**src/tlhm_pkg.sv**
```systemverilog
`timescale 1ns / 1ps
// ----------------------------------------------------------------------------
// tlhm_pkg
// shared types, status codes, weights and limits of the health monitor
// ----------------------------------------------------------------------------
package tlhm_pkg;

  localparam int MAX_READINGS_DEF = 256;

  // classified-word queue between front and back
  localparam int QUEUE_DEPTH = 4;
  localparam int QA_W        = $clog2(QUEUE_DEPTH);

  // penalty weights per status
  localparam int W_WARN    = 8;
  localparam int W_AGING   = 5;
  localparam int W_CRIT    = 25;
  localparam int W_STALE   = 20;
  localparam int W_MISSING = 25;
  localparam int W_BADTIME = 20;
  localparam int W_CONFIG  = 25;

  localparam int SCORE_FULL     = 100;
  localparam int BAND_GREEN_MIN = 90;
  localparam int BAND_AMBER_MIN = 70;

  // tenths rounding: floor((2000*n + t) / (2*t))
  localparam int TENTHS_SCALE = 2000;
  localparam int TENTHS_W     = 11;
  localparam int QUOT_W       = 10;
  localparam int PEN_W        = 14;
  localparam int CLIP_W       = 7;

  typedef enum logic [2:0] {
    ST_NOMINAL  = 3'd0,
    ST_WARNING  = 3'd1,
    ST_CRITICAL = 3'd2,
    ST_AGING    = 3'd3,
    ST_STALE    = 3'd4,
    ST_MISSING  = 3'd5,
    ST_BADTIME  = 3'd6,
    ST_CONFIG   = 3'd7
  } status_t;

  typedef enum logic [1:0] {
    BAND_GREEN = 2'd0,
    BAND_AMBER = 2'd1,
    BAND_RED   = 2'd2
  } band_t;

  typedef enum logic [1:0] {
    DISP_GO      = 2'd0,
    DISP_MONITOR = 2'd1,
    DISP_HOLD    = 2'd2
  } disp_t;

  typedef enum logic [2:0] {
    BK_RUN,
    BK_LOAD,
    BK_PREP,
    BK_DIV,
    BK_DONE
  } back_state_t;

  typedef struct packed {
    logic [7:0] channel;
    status_t    status;
    logic       batch_last;
  } item_t;

  function automatic logic [2:0] rank_of(input status_t st);
    logic [2:0] r;
    unique case (st)
      ST_NOMINAL:  r = 3'd0;
      ST_WARNING:  r = 3'd2;
      ST_CRITICAL: r = 3'd5;
      ST_AGING:    r = 3'd1;
      ST_STALE:    r = 3'd4;
      ST_MISSING:  r = 3'd6;
      ST_BADTIME:  r = 3'd3;
      ST_CONFIG:   r = 3'd7;
      default:     r = 3'd0;
    endcase
    return r;
  endfunction

endpackage

```
**src/tlhm_in_if.sv**
```systemverilog
`timescale 1ns / 1ps
// ----------------------------------------------------------------------------
// tlhm_in_if
// reading channel: valid/ready handshake and reading payload
// ----------------------------------------------------------------------------
interface tlhm_in_if;
  logic               valid;
  logic               ready;
  logic [7:0]         channel_id;
  logic signed [31:0] sample_value;
  logic               value_present;
  logic signed [31:0] warn_low;
  logic signed [31:0] warn_high;
  logic signed [31:0] crit_low;
  logic signed [31:0] crit_high;
  logic signed [31:0] sample_age;
  logic               age_present;
  logic signed [31:0] aging_limit;
  logic signed [31:0] stale_limit;
  logic               batch_end;

  modport source (
    output valid, channel_id, sample_value, value_present, warn_low, warn_high,
           crit_low, crit_high, sample_age, age_present, aging_limit,
           stale_limit, batch_end,
    input  ready
  );

  modport sink (
    input  valid, channel_id, sample_value, value_present, warn_low, warn_high,
           crit_low, crit_high, sample_age, age_present, aging_limit,
           stale_limit, batch_end,
    output ready
  );
endinterface

```
**src/tlhm_out_if.sv**
```systemverilog
`timescale 1ns / 1ps
// ----------------------------------------------------------------------------
// tlhm_out_if
// result channel: valid/ready handshake, per-reading status and batch summary
// ----------------------------------------------------------------------------
interface tlhm_out_if;
  logic       valid;
  logic       ready;
  logic [7:0] reading_channel;
  logic [2:0] reading_status;
  logic       summary_valid;
  logic [8:0] batch_total;
  logic [8:0] blocking_total;
  logic [6:0] batch_score;
  logic [1:0] batch_band;
  logic [1:0] disposition;
  logic [7:0] worst_channel;
  logic [2:0] worst_status;
  logic [9:0] availability_tenths;
  logic [9:0] degradation_tenths;

  modport source (
    output valid, reading_channel, reading_status, summary_valid, batch_total,
           blocking_total, batch_score, batch_band, disposition,
           worst_channel, worst_status, availability_tenths,
           degradation_tenths,
    input  ready
  );

  modport sink (
    input  valid, reading_channel, reading_status, summary_valid, batch_total,
           blocking_total, batch_score, batch_band, disposition,
           worst_channel, worst_status, availability_tenths,
           degradation_tenths,
    output ready
  );
endinterface

```
**src/tlhm_front.sv**
```systemverilog
`timescale 1ns / 1ps
// ----------------------------------------------------------------------------
// tlhm_front
// accepts readings and classifies each one into its status code
// ----------------------------------------------------------------------------
module tlhm_front import tlhm_pkg::*; (
  tlhm_in_if.sink in_ch,
  input  logic    q_full,
  output logic    q_push,
  output item_t   q_item
);

  logic    cfg_ok;
  status_t status;

  assign cfg_ok = (in_ch.crit_low <= in_ch.warn_low) &&
                  (in_ch.warn_low <= in_ch.warn_high) &&
                  (in_ch.warn_high <= in_ch.crit_high) &&
                  !in_ch.aging_limit[31] &&
                  (in_ch.aging_limit <= in_ch.stale_limit);

  always_comb begin
    priority if (!cfg_ok) begin
      status = ST_CONFIG;
    end else if (!in_ch.value_present) begin
      status = ST_MISSING;
    end else if (!in_ch.age_present || in_ch.sample_age[31]) begin
      status = ST_BADTIME;
    end else if (in_ch.sample_age > in_ch.stale_limit) begin
      status = ST_STALE;
    end else if (in_ch.sample_value < in_ch.crit_low ||
                 in_ch.sample_value > in_ch.crit_high) begin
      status = ST_CRITICAL;
    end else if (in_ch.sample_value < in_ch.warn_low ||
                 in_ch.sample_value > in_ch.warn_high) begin
      status = ST_WARNING;
    end else if (in_ch.sample_age > in_ch.aging_limit) begin
      status = ST_AGING;
    end else begin
      status = ST_NOMINAL;
    end
  end

  assign in_ch.ready       = !q_full;
  assign q_push            = in_ch.valid && !q_full;
  assign q_item.channel    = in_ch.channel_id;
  assign q_item.status     = status;
  assign q_item.batch_last = in_ch.batch_end;

endmodule

```
**src/tlhm_queue.sv**
```systemverilog
`timescale 1ns / 1ps
// ----------------------------------------------------------------------------
// tlhm_queue
// short first-in first-out queue of classified words
// ----------------------------------------------------------------------------
module tlhm_queue import tlhm_pkg::*; (
  input  logic  clk,
  input  logic  rst,
  input  logic  push,
  input  item_t push_item,
  output logic  full,
  input  logic  pop,
  output item_t pop_item,
  output logic  not_empty
);

  item_t           slots [QUEUE_DEPTH];
  logic [QA_W-1:0] wr_ptr;
  logic [QA_W-1:0] rd_ptr;
  logic [QA_W:0]   fill;
  logic            do_push;
  logic            do_pop;

  assign full      = (fill == (QA_W + 1)'(QUEUE_DEPTH));
  assign not_empty = (fill != '0);
  assign do_push   = push && !full;
  assign do_pop    = pop && not_empty;
  assign pop_item  = slots[rd_ptr];

  always_ff @(posedge clk) begin
    if (rst) begin
      wr_ptr <= '0;
      rd_ptr <= '0;
      fill   <= '0;
    end else begin
      if (do_push) begin
        wr_ptr <= wr_ptr + 1'b1;
      end
      if (do_pop) begin
        rd_ptr <= rd_ptr + 1'b1;
      end
      if (do_push && !do_pop) begin
        fill <= fill + 1'b1;
      end else if (do_pop && !do_push) begin
        fill <= fill - 1'b1;
      end
    end
  end

  always_ff @(posedge clk) begin
    if (do_push) begin
      slots[wr_ptr] <= push_item;
    end
  end

endmodule

```
**src/tlhm_back.sv**
```systemverilog
`timescale 1ns / 1ps
// ----------------------------------------------------------------------------
// tlhm_back
// batch counters, held priority channel, summary math and result register
// ----------------------------------------------------------------------------
module tlhm_back import tlhm_pkg::*; #(
  parameter int MAX_READINGS = MAX_READINGS_DEF
) (
  input  logic        clk,
  input  logic        rst,
  input  logic        q_valid,
  input  item_t       q_item,
  output logic        q_pop,
  tlhm_out_if.source  out_ch
);

  localparam int CW     = $clog2(MAX_READINGS + 1);
  localparam int DW     = CW + TENTHS_W;
  localparam int STEP_W = $clog2(QUOT_W);

  function automatic logic [CLIP_W-1:0] clip(input logic [CW-1:0] c);
    logic [31:0] cx;
    cx = 32'(c);
    return (cx > 32'((1 << CLIP_W) - 1)) ? {CLIP_W{1'b1}} : cx[CLIP_W-1:0];
  endfunction

  back_state_t       state;
  back_state_t       state_next;

  logic [CW-1:0]     counts [8];
  logic [CW-1:0]     rd_count;
  logic [CW-1:0]     count_inc;
  logic [7:0]        held_channel;
  status_t           held_status;
  logic [2:0]        held_rank;
  logic              rank_seen;
  logic [2:0]        item_rank;
  logic              replace;
  logic              closing;

  logic [7:0]        pend_channel;
  status_t           pend_status;

  logic [CW-1:0]     unavail_sum;
  logic [CW-1:0]     blocking_sum;
  logic [PEN_W-1:0]  penalty;
  logic [6:0]        score;
  band_t             band;
  disp_t             disp;

  logic [CW-1:0]     unavail_r;
  logic [CW-1:0]     blocking_r;
  logic [6:0]        score_r;
  band_t             band_r;
  disp_t             disp_r;

  logic [CW-1:0]     avail;
  logic [CW-1:0]     degr;
  logic [DW-1:0]     rem_a;
  logic [DW-1:0]     rem_b;
  logic [DW-1:0]     dsh;
  logic [QUOT_W-1:0] quo_a;
  logic [QUOT_W-1:0] quo_b;
  logic [STEP_W-1:0] step;
  logic              ge_a;
  logic              ge_b;

  logic              out_free;
  logic              take;
  logic              load_item;
  logic              load_sum;

  assign out_free  = !out_ch.valid || out_ch.ready;
  assign count_inc = rd_count + 1'b1;
  assign item_rank = rank_of(q_item.status);
  assign replace   = !rank_seen || (item_rank > held_rank);
  assign closing   = q_item.batch_last || (count_inc == CW'(MAX_READINGS));

  // summary terms from the finished counts
  assign unavail_sum  = counts[ST_STALE] + counts[ST_MISSING] +
                        counts[ST_BADTIME] + counts[ST_CONFIG];
  assign blocking_sum = unavail_sum + counts[ST_CRITICAL];
  assign penalty = PEN_W'(W_WARN * clip(counts[ST_WARNING])) +
                   PEN_W'(W_AGING * clip(counts[ST_AGING])) +
                   PEN_W'(W_CRIT * clip(counts[ST_CRITICAL])) +
                   PEN_W'(W_STALE * clip(counts[ST_STALE])) +
                   PEN_W'(W_MISSING * clip(counts[ST_MISSING])) +
                   PEN_W'(W_BADTIME * clip(counts[ST_BADTIME])) +
                   PEN_W'(W_CONFIG * clip(counts[ST_CONFIG]));
  assign score = (penalty >= PEN_W'(SCORE_FULL)) ? 7'd0
               : 7'(PEN_W'(SCORE_FULL) - penalty);

  always_comb begin
    priority if (score >= 7'(BAND_GREEN_MIN)) begin
      band = BAND_GREEN;
    end else if (score >= 7'(BAND_AMBER_MIN)) begin
      band = BAND_AMBER;
    end else begin
      band = BAND_RED;
    end
  end

  always_comb begin
    priority if (blocking_sum != '0) begin
      disp = DISP_HOLD;
    end else if (counts[ST_WARNING] != '0 || counts[ST_AGING] != '0) begin
      disp = DISP_MONITOR;
    end else begin
      disp = DISP_GO;
    end
  end

  assign avail = (rd_count > unavail_r) ? rd_count - unavail_r : '0;
  assign degr  = (rd_count > counts[ST_NOMINAL]) ? rd_count - counts[ST_NOMINAL] : '0;
  assign ge_a  = (rem_a >= dsh);
  assign ge_b  = (rem_b >= dsh);

  // next state
  always_comb begin
    state_next = state;
    unique case (state)
      BK_RUN: begin
        if (take && closing) begin
          state_next = BK_LOAD;
        end
      end
      BK_LOAD: state_next = BK_PREP;
      BK_PREP: state_next = BK_DIV;
      BK_DIV: begin
        if (step == STEP_W'(QUOT_W - 1)) begin
          state_next = BK_DONE;
        end
      end
      BK_DONE: begin
        if (out_free) begin
          state_next = BK_RUN;
        end
      end
      default: state_next = BK_RUN;
    endcase
  end

  // control outputs
  always_comb begin
    take      = 1'b0;
    load_item = 1'b0;
    load_sum  = 1'b0;
    unique case (state)
      BK_RUN: begin
        take      = q_valid && out_free;
        load_item = take && !closing;
      end
      BK_DONE: load_sum = out_free;
      default: ;
    endcase
  end

  assign q_pop = take;

  always_ff @(posedge clk) begin
    if (rst) begin
      state        <= BK_RUN;
      rd_count     <= '0;
      held_channel <= '0;
      held_status  <= ST_NOMINAL;
      held_rank    <= '0;
      rank_seen    <= 1'b0;
      out_ch.valid <= 1'b0;
      for (int i = 0; i < 8; i++) begin
        counts[i] <= '0;
      end
    end else begin
      state <= state_next;
      if (load_item || load_sum) begin
        out_ch.valid <= 1'b1;
      end else if (out_ch.valid && out_ch.ready) begin
        out_ch.valid <= 1'b0;
      end
      if (take) begin
        rd_count <= count_inc;
        for (int i = 0; i < 8; i++) begin
          if (q_item.status == status_t'(i)) begin
            counts[i] <= counts[i] + 1'b1;
          end
        end
        if (replace) begin
          rank_seen    <= 1'b1;
          held_rank    <= item_rank;
          held_channel <= q_item.channel;
          held_status  <= q_item.status;
        end
      end
      if (load_sum) begin
        rd_count     <= '0;
        held_channel <= '0;
        held_status  <= ST_NOMINAL;
        held_rank    <= '0;
        rank_seen    <= 1'b0;
        for (int i = 0; i < 8; i++) begin
          counts[i] <= '0;
        end
      end
    end
  end

  // summary datapath and result payload
  always_ff @(posedge clk) begin
    if (take) begin
      pend_channel <= q_item.channel;
      pend_status  <= q_item.status;
    end
    if (state == BK_LOAD) begin
      unavail_r  <= unavail_sum;
      blocking_r <= blocking_sum;
      score_r    <= score;
      band_r     <= band;
      disp_r     <= disp;
    end
    if (state == BK_PREP) begin
      rem_a <= DW'(avail) * DW'(TENTHS_SCALE) + DW'(rd_count);
      rem_b <= DW'(degr) * DW'(TENTHS_SCALE) + DW'(rd_count);
      dsh   <= DW'(rd_count) << QUOT_W;
      step  <= '0;
      quo_a <= '0;
      quo_b <= '0;
    end
    if (state == BK_DIV) begin
      rem_a <= ge_a ? rem_a - dsh : rem_a;
      rem_b <= ge_b ? rem_b - dsh : rem_b;
      quo_a <= {quo_a[QUOT_W-2:0], ge_a};
      quo_b <= {quo_b[QUOT_W-2:0], ge_b};
      dsh   <= dsh >> 1;
      step  <= step + 1'b1;
    end
    if (load_item) begin
      out_ch.reading_channel     <= q_item.channel;
      out_ch.reading_status      <= q_item.status;
      out_ch.summary_valid       <= 1'b0;
      out_ch.batch_total         <= '0;
      out_ch.blocking_total      <= '0;
      out_ch.batch_score         <= '0;
      out_ch.batch_band          <= '0;
      out_ch.disposition         <= '0;
      out_ch.worst_channel       <= '0;
      out_ch.worst_status        <= '0;
      out_ch.availability_tenths <= '0;
      out_ch.degradation_tenths  <= '0;
    end
    if (load_sum) begin
      out_ch.reading_channel     <= pend_channel;
      out_ch.reading_status      <= pend_status;
      out_ch.summary_valid       <= 1'b1;
      out_ch.batch_total         <= 9'(rd_count);
      out_ch.blocking_total      <= 9'(blocking_r);
      out_ch.batch_score         <= score_r;
      out_ch.batch_band          <= band_r;
      out_ch.disposition         <= disp_r;
      out_ch.worst_channel       <= held_channel;
      out_ch.worst_status        <= held_status;
      out_ch.availability_tenths <= quo_a;
      out_ch.degradation_tenths  <= quo_b;
    end
  end

endmodule

```
**src/telemetry_limit_health_monitor.sv**
```systemverilog
`timescale 1ns / 1ps
// ----------------------------------------------------------------------------
// telemetry_limit_health_monitor
// classifies telemetry readings against limits and reports batch health
// ----------------------------------------------------------------------------
//
//   port     dir  handshake     word
//   -------  ---  ------------  ----------------------------------------------
//   in_ch    in   valid/ready   one reading: value, limits, age, batch end
//   out_ch   out  valid/ready   one result per reading, summary on batch close
//
// a reading that does not close its batch is taken by the back end at once,
// so the block sustains one reading per cycle while the result side keeps up
// and no batch is closing. a closing reading passes through counter update,
// summary terms, divider setup and 10 steps of the restoring divider that
// forms both tenths figures over a shared divisor, then the result load; the
// front keeps filling the 4-word queue meanwhile. reset is synchronous and
// clears counters, held channel, queue and result valid. a stalled result holds
// in the output register while the next reading still enters the queue.
// ----------------------------------------------------------------------------
module telemetry_limit_health_monitor import tlhm_pkg::*; #(
  parameter int MAX_READINGS = MAX_READINGS_DEF
) (
  input  logic       clk,
  input  logic       rst,
  tlhm_in_if.sink    in_ch,
  tlhm_out_if.source out_ch
);

  // front to queue
  logic  q_push;
  item_t q_push_item;
  logic  q_full;

  // queue to back
  logic  q_pop;
  item_t q_pop_item;
  logic  q_valid;

  // classification of each incoming reading
  tlhm_front u_front (
    .in_ch  (in_ch),
    .q_full (q_full),
    .q_push (q_push),
    .q_item (q_push_item)
  );

  // decouples acceptance from the summary math
  tlhm_queue u_queue (
    .clk       (clk),
    .rst       (rst),
    .push      (q_push),
    .push_item (q_push_item),
    .full      (q_full),
    .pop       (q_pop),
    .pop_item  (q_pop_item),
    .not_empty (q_valid)
  );

  // counting, priority tracking, summary and result register
  tlhm_back #(
    .MAX_READINGS (MAX_READINGS)
  ) u_back (
    .clk     (clk),
    .rst     (rst),
    .q_valid (q_valid),
    .q_item  (q_pop_item),
    .q_pop   (q_pop),
    .out_ch  (out_ch)
  );

  // band must agree with the score it came from
  a_band_green: assert property (@(posedge clk) disable iff (rst)
    out_ch.valid && out_ch.summary_valid |->
      ((out_ch.batch_score >= 7'(BAND_GREEN_MIN)) ==
       (out_ch.batch_band == BAND_GREEN)))
    else $error("health band disagrees with health score");

  // go means nothing blocking in the batch
  a_go_clean: assert property (@(posedge clk) disable iff (rst)
    out_ch.valid && out_ch.summary_valid && (out_ch.disposition == DISP_GO) |->
      (out_ch.blocking_total == '0))
    else $error("go disposition with blocking readings");

  // an all-nominal batch is perfect
  a_nominal_batch: assert property (@(posedge clk) disable iff (rst)
    out_ch.valid && out_ch.summary_valid && (out_ch.worst_status == ST_NOMINAL) |->
      (out_ch.degradation_tenths == '0) && (out_ch.batch_score == 7'(SCORE_FULL)))
    else $error("nominal batch reports degradation");

  // summary fields stay clear on ordinary results
  a_no_summary: assert property (@(posedge clk) disable iff (rst)
    out_ch.valid && !out_ch.summary_valid |->
      (out_ch.batch_total == '0) && (out_ch.batch_score == '0) &&
      (out_ch.availability_tenths == '0) && (out_ch.worst_channel == '0))
    else $error("summary fields set outside batch close");

endmodule

```
**src/flat_wrapper.sv**
```systemverilog
// flat-port wrapper written by rule: the top's interface ports become plain ports
module telemetry_limit_health_monitor_flat import tlhm_pkg::*;
#(
  parameter int MAX_READINGS = MAX_READINGS_DEF
)
  (clk, rst, in_ch_valid, in_ch_channel_id, in_ch_sample_value, in_ch_value_present, in_ch_warn_low, in_ch_warn_high, in_ch_crit_low, in_ch_crit_high, in_ch_sample_age, in_ch_age_present, in_ch_aging_limit, in_ch_stale_limit, in_ch_batch_end, in_ch_ready, out_ch_valid, out_ch_reading_channel, out_ch_reading_status, out_ch_summary_valid, out_ch_batch_total, out_ch_blocking_total, out_ch_batch_score, out_ch_batch_band, out_ch_disposition, out_ch_worst_channel, out_ch_worst_status, out_ch_availability_tenths, out_ch_degradation_tenths, out_ch_ready);
  tlhm_in_if in_ch_i ();
  tlhm_out_if out_ch_i ();
  input  logic clk;
  input  logic rst;
  input wire logic [$bits(in_ch_i.valid)-1:0] in_ch_valid;
  input wire logic [$bits(in_ch_i.channel_id)-1:0] in_ch_channel_id;
  input wire logic [$bits(in_ch_i.sample_value)-1:0] in_ch_sample_value;
  input wire logic [$bits(in_ch_i.value_present)-1:0] in_ch_value_present;
  input wire logic [$bits(in_ch_i.warn_low)-1:0] in_ch_warn_low;
  input wire logic [$bits(in_ch_i.warn_high)-1:0] in_ch_warn_high;
  input wire logic [$bits(in_ch_i.crit_low)-1:0] in_ch_crit_low;
  input wire logic [$bits(in_ch_i.crit_high)-1:0] in_ch_crit_high;
  input wire logic [$bits(in_ch_i.sample_age)-1:0] in_ch_sample_age;
  input wire logic [$bits(in_ch_i.age_present)-1:0] in_ch_age_present;
  input wire logic [$bits(in_ch_i.aging_limit)-1:0] in_ch_aging_limit;
  input wire logic [$bits(in_ch_i.stale_limit)-1:0] in_ch_stale_limit;
  input wire logic [$bits(in_ch_i.batch_end)-1:0] in_ch_batch_end;
  output wire logic [$bits(in_ch_i.ready)-1:0] in_ch_ready;
  output wire logic [$bits(out_ch_i.valid)-1:0] out_ch_valid;
  output wire logic [$bits(out_ch_i.reading_channel)-1:0] out_ch_reading_channel;
  output wire logic [$bits(out_ch_i.reading_status)-1:0] out_ch_reading_status;
  output wire logic [$bits(out_ch_i.summary_valid)-1:0] out_ch_summary_valid;
  output wire logic [$bits(out_ch_i.batch_total)-1:0] out_ch_batch_total;
  output wire logic [$bits(out_ch_i.blocking_total)-1:0] out_ch_blocking_total;
  output wire logic [$bits(out_ch_i.batch_score)-1:0] out_ch_batch_score;
  output wire logic [$bits(out_ch_i.batch_band)-1:0] out_ch_batch_band;
  output wire logic [$bits(out_ch_i.disposition)-1:0] out_ch_disposition;
  output wire logic [$bits(out_ch_i.worst_channel)-1:0] out_ch_worst_channel;
  output wire logic [$bits(out_ch_i.worst_status)-1:0] out_ch_worst_status;
  output wire logic [$bits(out_ch_i.availability_tenths)-1:0] out_ch_availability_tenths;
  output wire logic [$bits(out_ch_i.degradation_tenths)-1:0] out_ch_degradation_tenths;
  input wire logic [$bits(out_ch_i.ready)-1:0] out_ch_ready;
  assign in_ch_i.valid = in_ch_valid;
  assign in_ch_i.channel_id = in_ch_channel_id;
  assign in_ch_i.sample_value = in_ch_sample_value;
  assign in_ch_i.value_present = in_ch_value_present;
  assign in_ch_i.warn_low = in_ch_warn_low;
  assign in_ch_i.warn_high = in_ch_warn_high;
  assign in_ch_i.crit_low = in_ch_crit_low;
  assign in_ch_i.crit_high = in_ch_crit_high;
  assign in_ch_i.sample_age = in_ch_sample_age;
  assign in_ch_i.age_present = in_ch_age_present;
  assign in_ch_i.aging_limit = in_ch_aging_limit;
  assign in_ch_i.stale_limit = in_ch_stale_limit;
  assign in_ch_i.batch_end = in_ch_batch_end;
  assign in_ch_ready = in_ch_i.ready;
  assign out_ch_valid = out_ch_i.valid;
  assign out_ch_reading_channel = out_ch_i.reading_channel;
  assign out_ch_reading_status = out_ch_i.reading_status;
  assign out_ch_summary_valid = out_ch_i.summary_valid;
  assign out_ch_batch_total = out_ch_i.batch_total;
  assign out_ch_blocking_total = out_ch_i.blocking_total;
  assign out_ch_batch_score = out_ch_i.batch_score;
  assign out_ch_batch_band = out_ch_i.batch_band;
  assign out_ch_disposition = out_ch_i.disposition;
  assign out_ch_worst_channel = out_ch_i.worst_channel;
  assign out_ch_worst_status = out_ch_i.worst_status;
  assign out_ch_availability_tenths = out_ch_i.availability_tenths;
  assign out_ch_degradation_tenths = out_ch_i.degradation_tenths;
  assign out_ch_i.ready = out_ch_ready;
  telemetry_limit_health_monitor #(.MAX_READINGS(MAX_READINGS)) u_core (.clk(clk), .rst(rst), .in_ch(in_ch_i), .out_ch(out_ch_i));
endmodule
```
**config.mk**
```make
export PLATFORM = sky130hd
export DESIGN_NAME = telemetry_limit_health_monitor_flat
export DESIGN_NICKNAME = d
export VERILOG_FILES = /design/src/tlhm_pkg.sv /design/src/tlhm_in_if.sv /design/src/tlhm_out_if.sv /design/src/tlhm_front.sv /design/src/tlhm_queue.sv /design/src/tlhm_back.sv /design/src/telemetry_limit_health_monitor.sv /design/src/flat_wrapper.sv
export SDC_FILE = /design/constraint.sdc
export NUM_CORES = 2
export LEC_CHECK = 0
export BUFFER_PORTS_ARGS = -buffer_cell sky130_fd_sc_hd__buf_2
export CORE_MARGIN = 2
export CORE_UTILIZATION = 50
export DETAILED_ROUTE_END_ITERATION = 16
export GPL_TIMING_DRIVEN = 0
export MAX_ROUTING_LAYER = met4
export PLACE_DENSITY = 0.8
export REMOVE_ABC_BUFFERS = 1
export SYNTH_ARGS = -nofsm -noshare
export SYNTH_HDL_FRONTEND = slang
export SYNTH_SLANG_ARGS = --single-unit
```
**constraint.sdc**
```tcl
create_clock -name clk -period 8.6 [get_ports clk]
set_input_delay 2.15 -clock clk [delete_from_list [all_inputs] [get_ports clk]]
set_output_delay 2.15 -clock clk [all_outputs]
set_load 0.02 [all_outputs]
```
==> impl_metrics.toml <==
[global_routing]
number_of_global_route_vias_before_repair = 26250
grt_usage_pct = 24.95
grt_max_degree = 52
gr-total-overflow = 0
wire_length_of_the_first_global_routing_pass_um = 135200
antenna_found_initial = 32

[floorplanning]
dieArea_mm2 = 0.06903
die_height_um = 262.7
floorplan.io_pins = 345
die_w_um = 262.7
floorplan.rows = 94
start_util_pct = 50.73
core_region_area_mm2 = 0.06598

[logic_synthesis]
yosys_warnings = 0
async_reset_ff_share_pct = 0
synth.yosys.seq_area_share_pct = 29.31
synth_top_area_cell = "edfxtp_1"
yosys.area.top_type_share_pct = 24.94
synth.ff_latch_count = 351
most_used_dff_post_synth = "edfxtp_1"
synth_enable_flop_cells = 278
avgSynthCellArea_um2 = 9.696
mappedNetlistArea_mm2 = 0.03347
syn-instance-count = 3452
post_synth_main_area_contributors = "edfxtp_1, ha_1, fa_1"
post_synth_num_cell_types = 86

[setup_path]
timing.critical_path.slowest_cell_delay_ns = 0.55
timing.critical_path.to_type = "flip-flop"
cp.required_ns = 8.89
path_max_fanout = 9
timing.critical_path.from_type = "flip-flop"
critical_path_arrival_ns = 8.48
cpMaxStageDelayCell = "fa_1"
setup.worst_path.start = "u_core.u_back.counts[1][18]"
timing.rr.start = "u_core.u_back.counts[1][18]"
worstSetupPathType = "flip-flop to flip-flop"

[clock_tree]
h-tree-depth = 2
postCtsHoldBufs = 0
cts_made_buffers = 37
clock_insertion_delay_worst_skew_ns = 0.55
clkTransAtPathRegs_ns = 0.06
clk_root_buffer_cell = "clkbuf_16"
tritoncts = "done"
numClockSinks = 351
ctsLongestPathBuffers = 3

[power_and_ir_drop]
ir_drop_mv = 0.5197
power.density_mw_per_mm2 = 245.7
cellLeakagePower_nw = 18.51

[flow_run]
cap_violations = 0

[sta]
maxSlewHeadroom_pct = 14.62
max_freq_ghz = 0.1221
timing.hold.ws_ns = 0.4874
finalSetupViolations = 0
report.final.hold_viol_count = 0
layout_min_cycle_time_ns = 8.192
worst_clock_skew_ns = 0.01674
setup_repair_after_global_routing_missed_its_margin = "no"
max_slew.worst_pin.slew_ns = 1.267
setup_tns_ns = 0
finalMaxSlewViolations = 0
finalCritPeriodShare_pct = 95.26

[cells_and_area]
area_growth_pct = 12.28
design.final.nets = 4808
layout_commonest_cell = "ha_1"
most-common-layout-cells = "ha_1, inv_1, buf_2"
multiInputGateArea_mm2 = 0.02161
final.fill_count = 5532
seq_area_mm2 = 0.009817
final_layout_size_suffix_gt1_share_pct = 12.85

[routing]
initialDrtViolationCount = 1771
drt_wl_total_um = 83800
vias_per_cell = 5.517
number_of_search_and_repair_iterations_in_the_first_detailed_routing_pass = 5
detail_route.wl_per_cell_um = 17.77
residual_antenna_violating_net_count_after_detailed_routing = 0
num_vias = 26020
drt_drc = 0

[placed_design]
port_buffers = 344
detailedPlacementHpwl_um = 68630
gp_congestion = 0.9810

[min_path]
hold_path_class = "flip-flop to flip-flop"
hp-start = "u_core.u_back.held_channel[4]"

[status]
status = "finished, final reports clean"
sequential cells by signal (all words and copies together) (netlist names), 8 cells and up, named ones only:
register,flops
u_core.u_back.held_channel,8
u_core.u_back.unavail_r,9
u_core.u_back.out_ch.reading_channel,8
u_core.u_back.blocking_r,9
u_core.u_back.out_ch.batch_total,9
u_core.u_back.counts,72
u_core.u_back.dsh,19
u_core.u_back.rem_b,20
u_core.u_back.quo_b,10
u_core.u_back.rem_a,20
u_core.u_queue.slots,48
u_core.u_back.out_ch.worst_channel,8
u_core.u_back.pend_channel,8
u_core.u_back.out_ch.degradation_tenths,10
u_core.u_back.out_ch.availability_tenths,10
u_core.u_back.rd_count,9
u_core.u_back.quo_a,10
u_core.u_back.out_ch.blocking_total,9
cell type report:
| cell class | instances | share of cell area, % |
|---|---|---|
| well taps | 864 | 2.877 |
| inverters | 498 | 4.977 |
| flip-flops and latches | 351 | 26.12 |
| repair buffers | 355 | 5.007 |
| clock inverters | 23 | 0.6359 |
| clock buffers | 44 | 2.670 |
| multi-input cells | 2549 | 57.50 |
| diodes | 31 | 0.2064 |
where the power goes:
| part | switching, mW | internal (mW) | total [mW] |
|---|---|---|---|
| Sequential | 0.188 | 2.29 | 2.48 |
| Clock | 0.703 | 0.937 | 1.64 |
| Combinational | 3.06 | 2.05 | 5.11 |
| Total | 3.96 | 5.28 | 9.23 |
Yosys cell counts, drive strengths merged (43+ instances only):
| library cell | instances |
|---|---|
| ha | 586 |
| inv | 497 |
| edfxtp | 278 |
| nor2 | 260 |
| nand2 | 200 |
| a21oi | 186 |
| fa | 159 |
| o21ai | 138 |
| xnor2 | 105 |
| a21o | 104 |
| xor2 | 96 |
| and2 | 78 |
| nand4 | 75 |
| dfxtp | 73 |
| nand3 | 60 |
| nor3 | 48 |
| clkbuf | 43 |
what timing repair did:
item | 4_1_cts | 5_1_grt
gates resized for setup | 0 | 7
pin swaps | 1 | 3
endpoints found under the hold margin | 0 | 0
setup buffers | 1 | 0
setup endpoints to repair | 1 | 9
cells by family (layout without fill, tap and decap cells):
logic type	Yosys count	in the layout	share of synthesized area, %
compound gates	630	630	12.09
xor+xnor	201	201	5.304
fa+ha+maj	745	745	31.41
buf+inv	552	920	6.239
flops	351	351	29.31
mux	37	37	1.559
other cells	0	31	0
simple gates	936	936	14.09
worst max-delay path, delay by kind of cell, from the launching register on:
kind / cells / cell delay [ns]
AND/OR/NAND/NOR: 5 / 1.20
buffers and inverters: 6 / 0.34
XOR/XNOR: 2 / 0.29
AO/OA/AOI/OAI: 7 / 1.46
flip-flops: 1 / 0.40
adder cells (fa/ha/maj): 11 / 4.23
per-stage QoR:
stage	worst slack [ns]	std cells	util (%)	area [um2]	total power, mW
floorplan	0.9017	3398	-	33250	6.328
global placement	0.1578	4606	54.65	36060	7.376
detailed placement	0.01660	4616	54.92	36240	7.522
CTS	0.1931	4684	56.82	37490	9.208
global route	0.01170	4715	56.96	37580	10.08
finish	0.4078	4715	56.96	37580	9.233
final timing paths:
check	end	slack [ns]	cells after the start
worst max-delay path	u_core.u_back.band_r[1]	0.41	31
worst min-delay path	u_core.u_back.held_channel[4]	0.49	2
worst max register to register	u_core.u_back.band_r[1]	0.41	31
worst min register to register	u_core.u_back.held_channel[4]	0.49	2
metal layers:
metal	vias up	part of all wire (%)	global-route usage [%]
li1	12810	-	-
met4	0	3.7	8.792
met3	161	7.3	4.844
met2	784	46	40.42
met1	12260	43	31.16
met5	-	0	-
No activity file was read; power rests on OpenSTA's default activity.
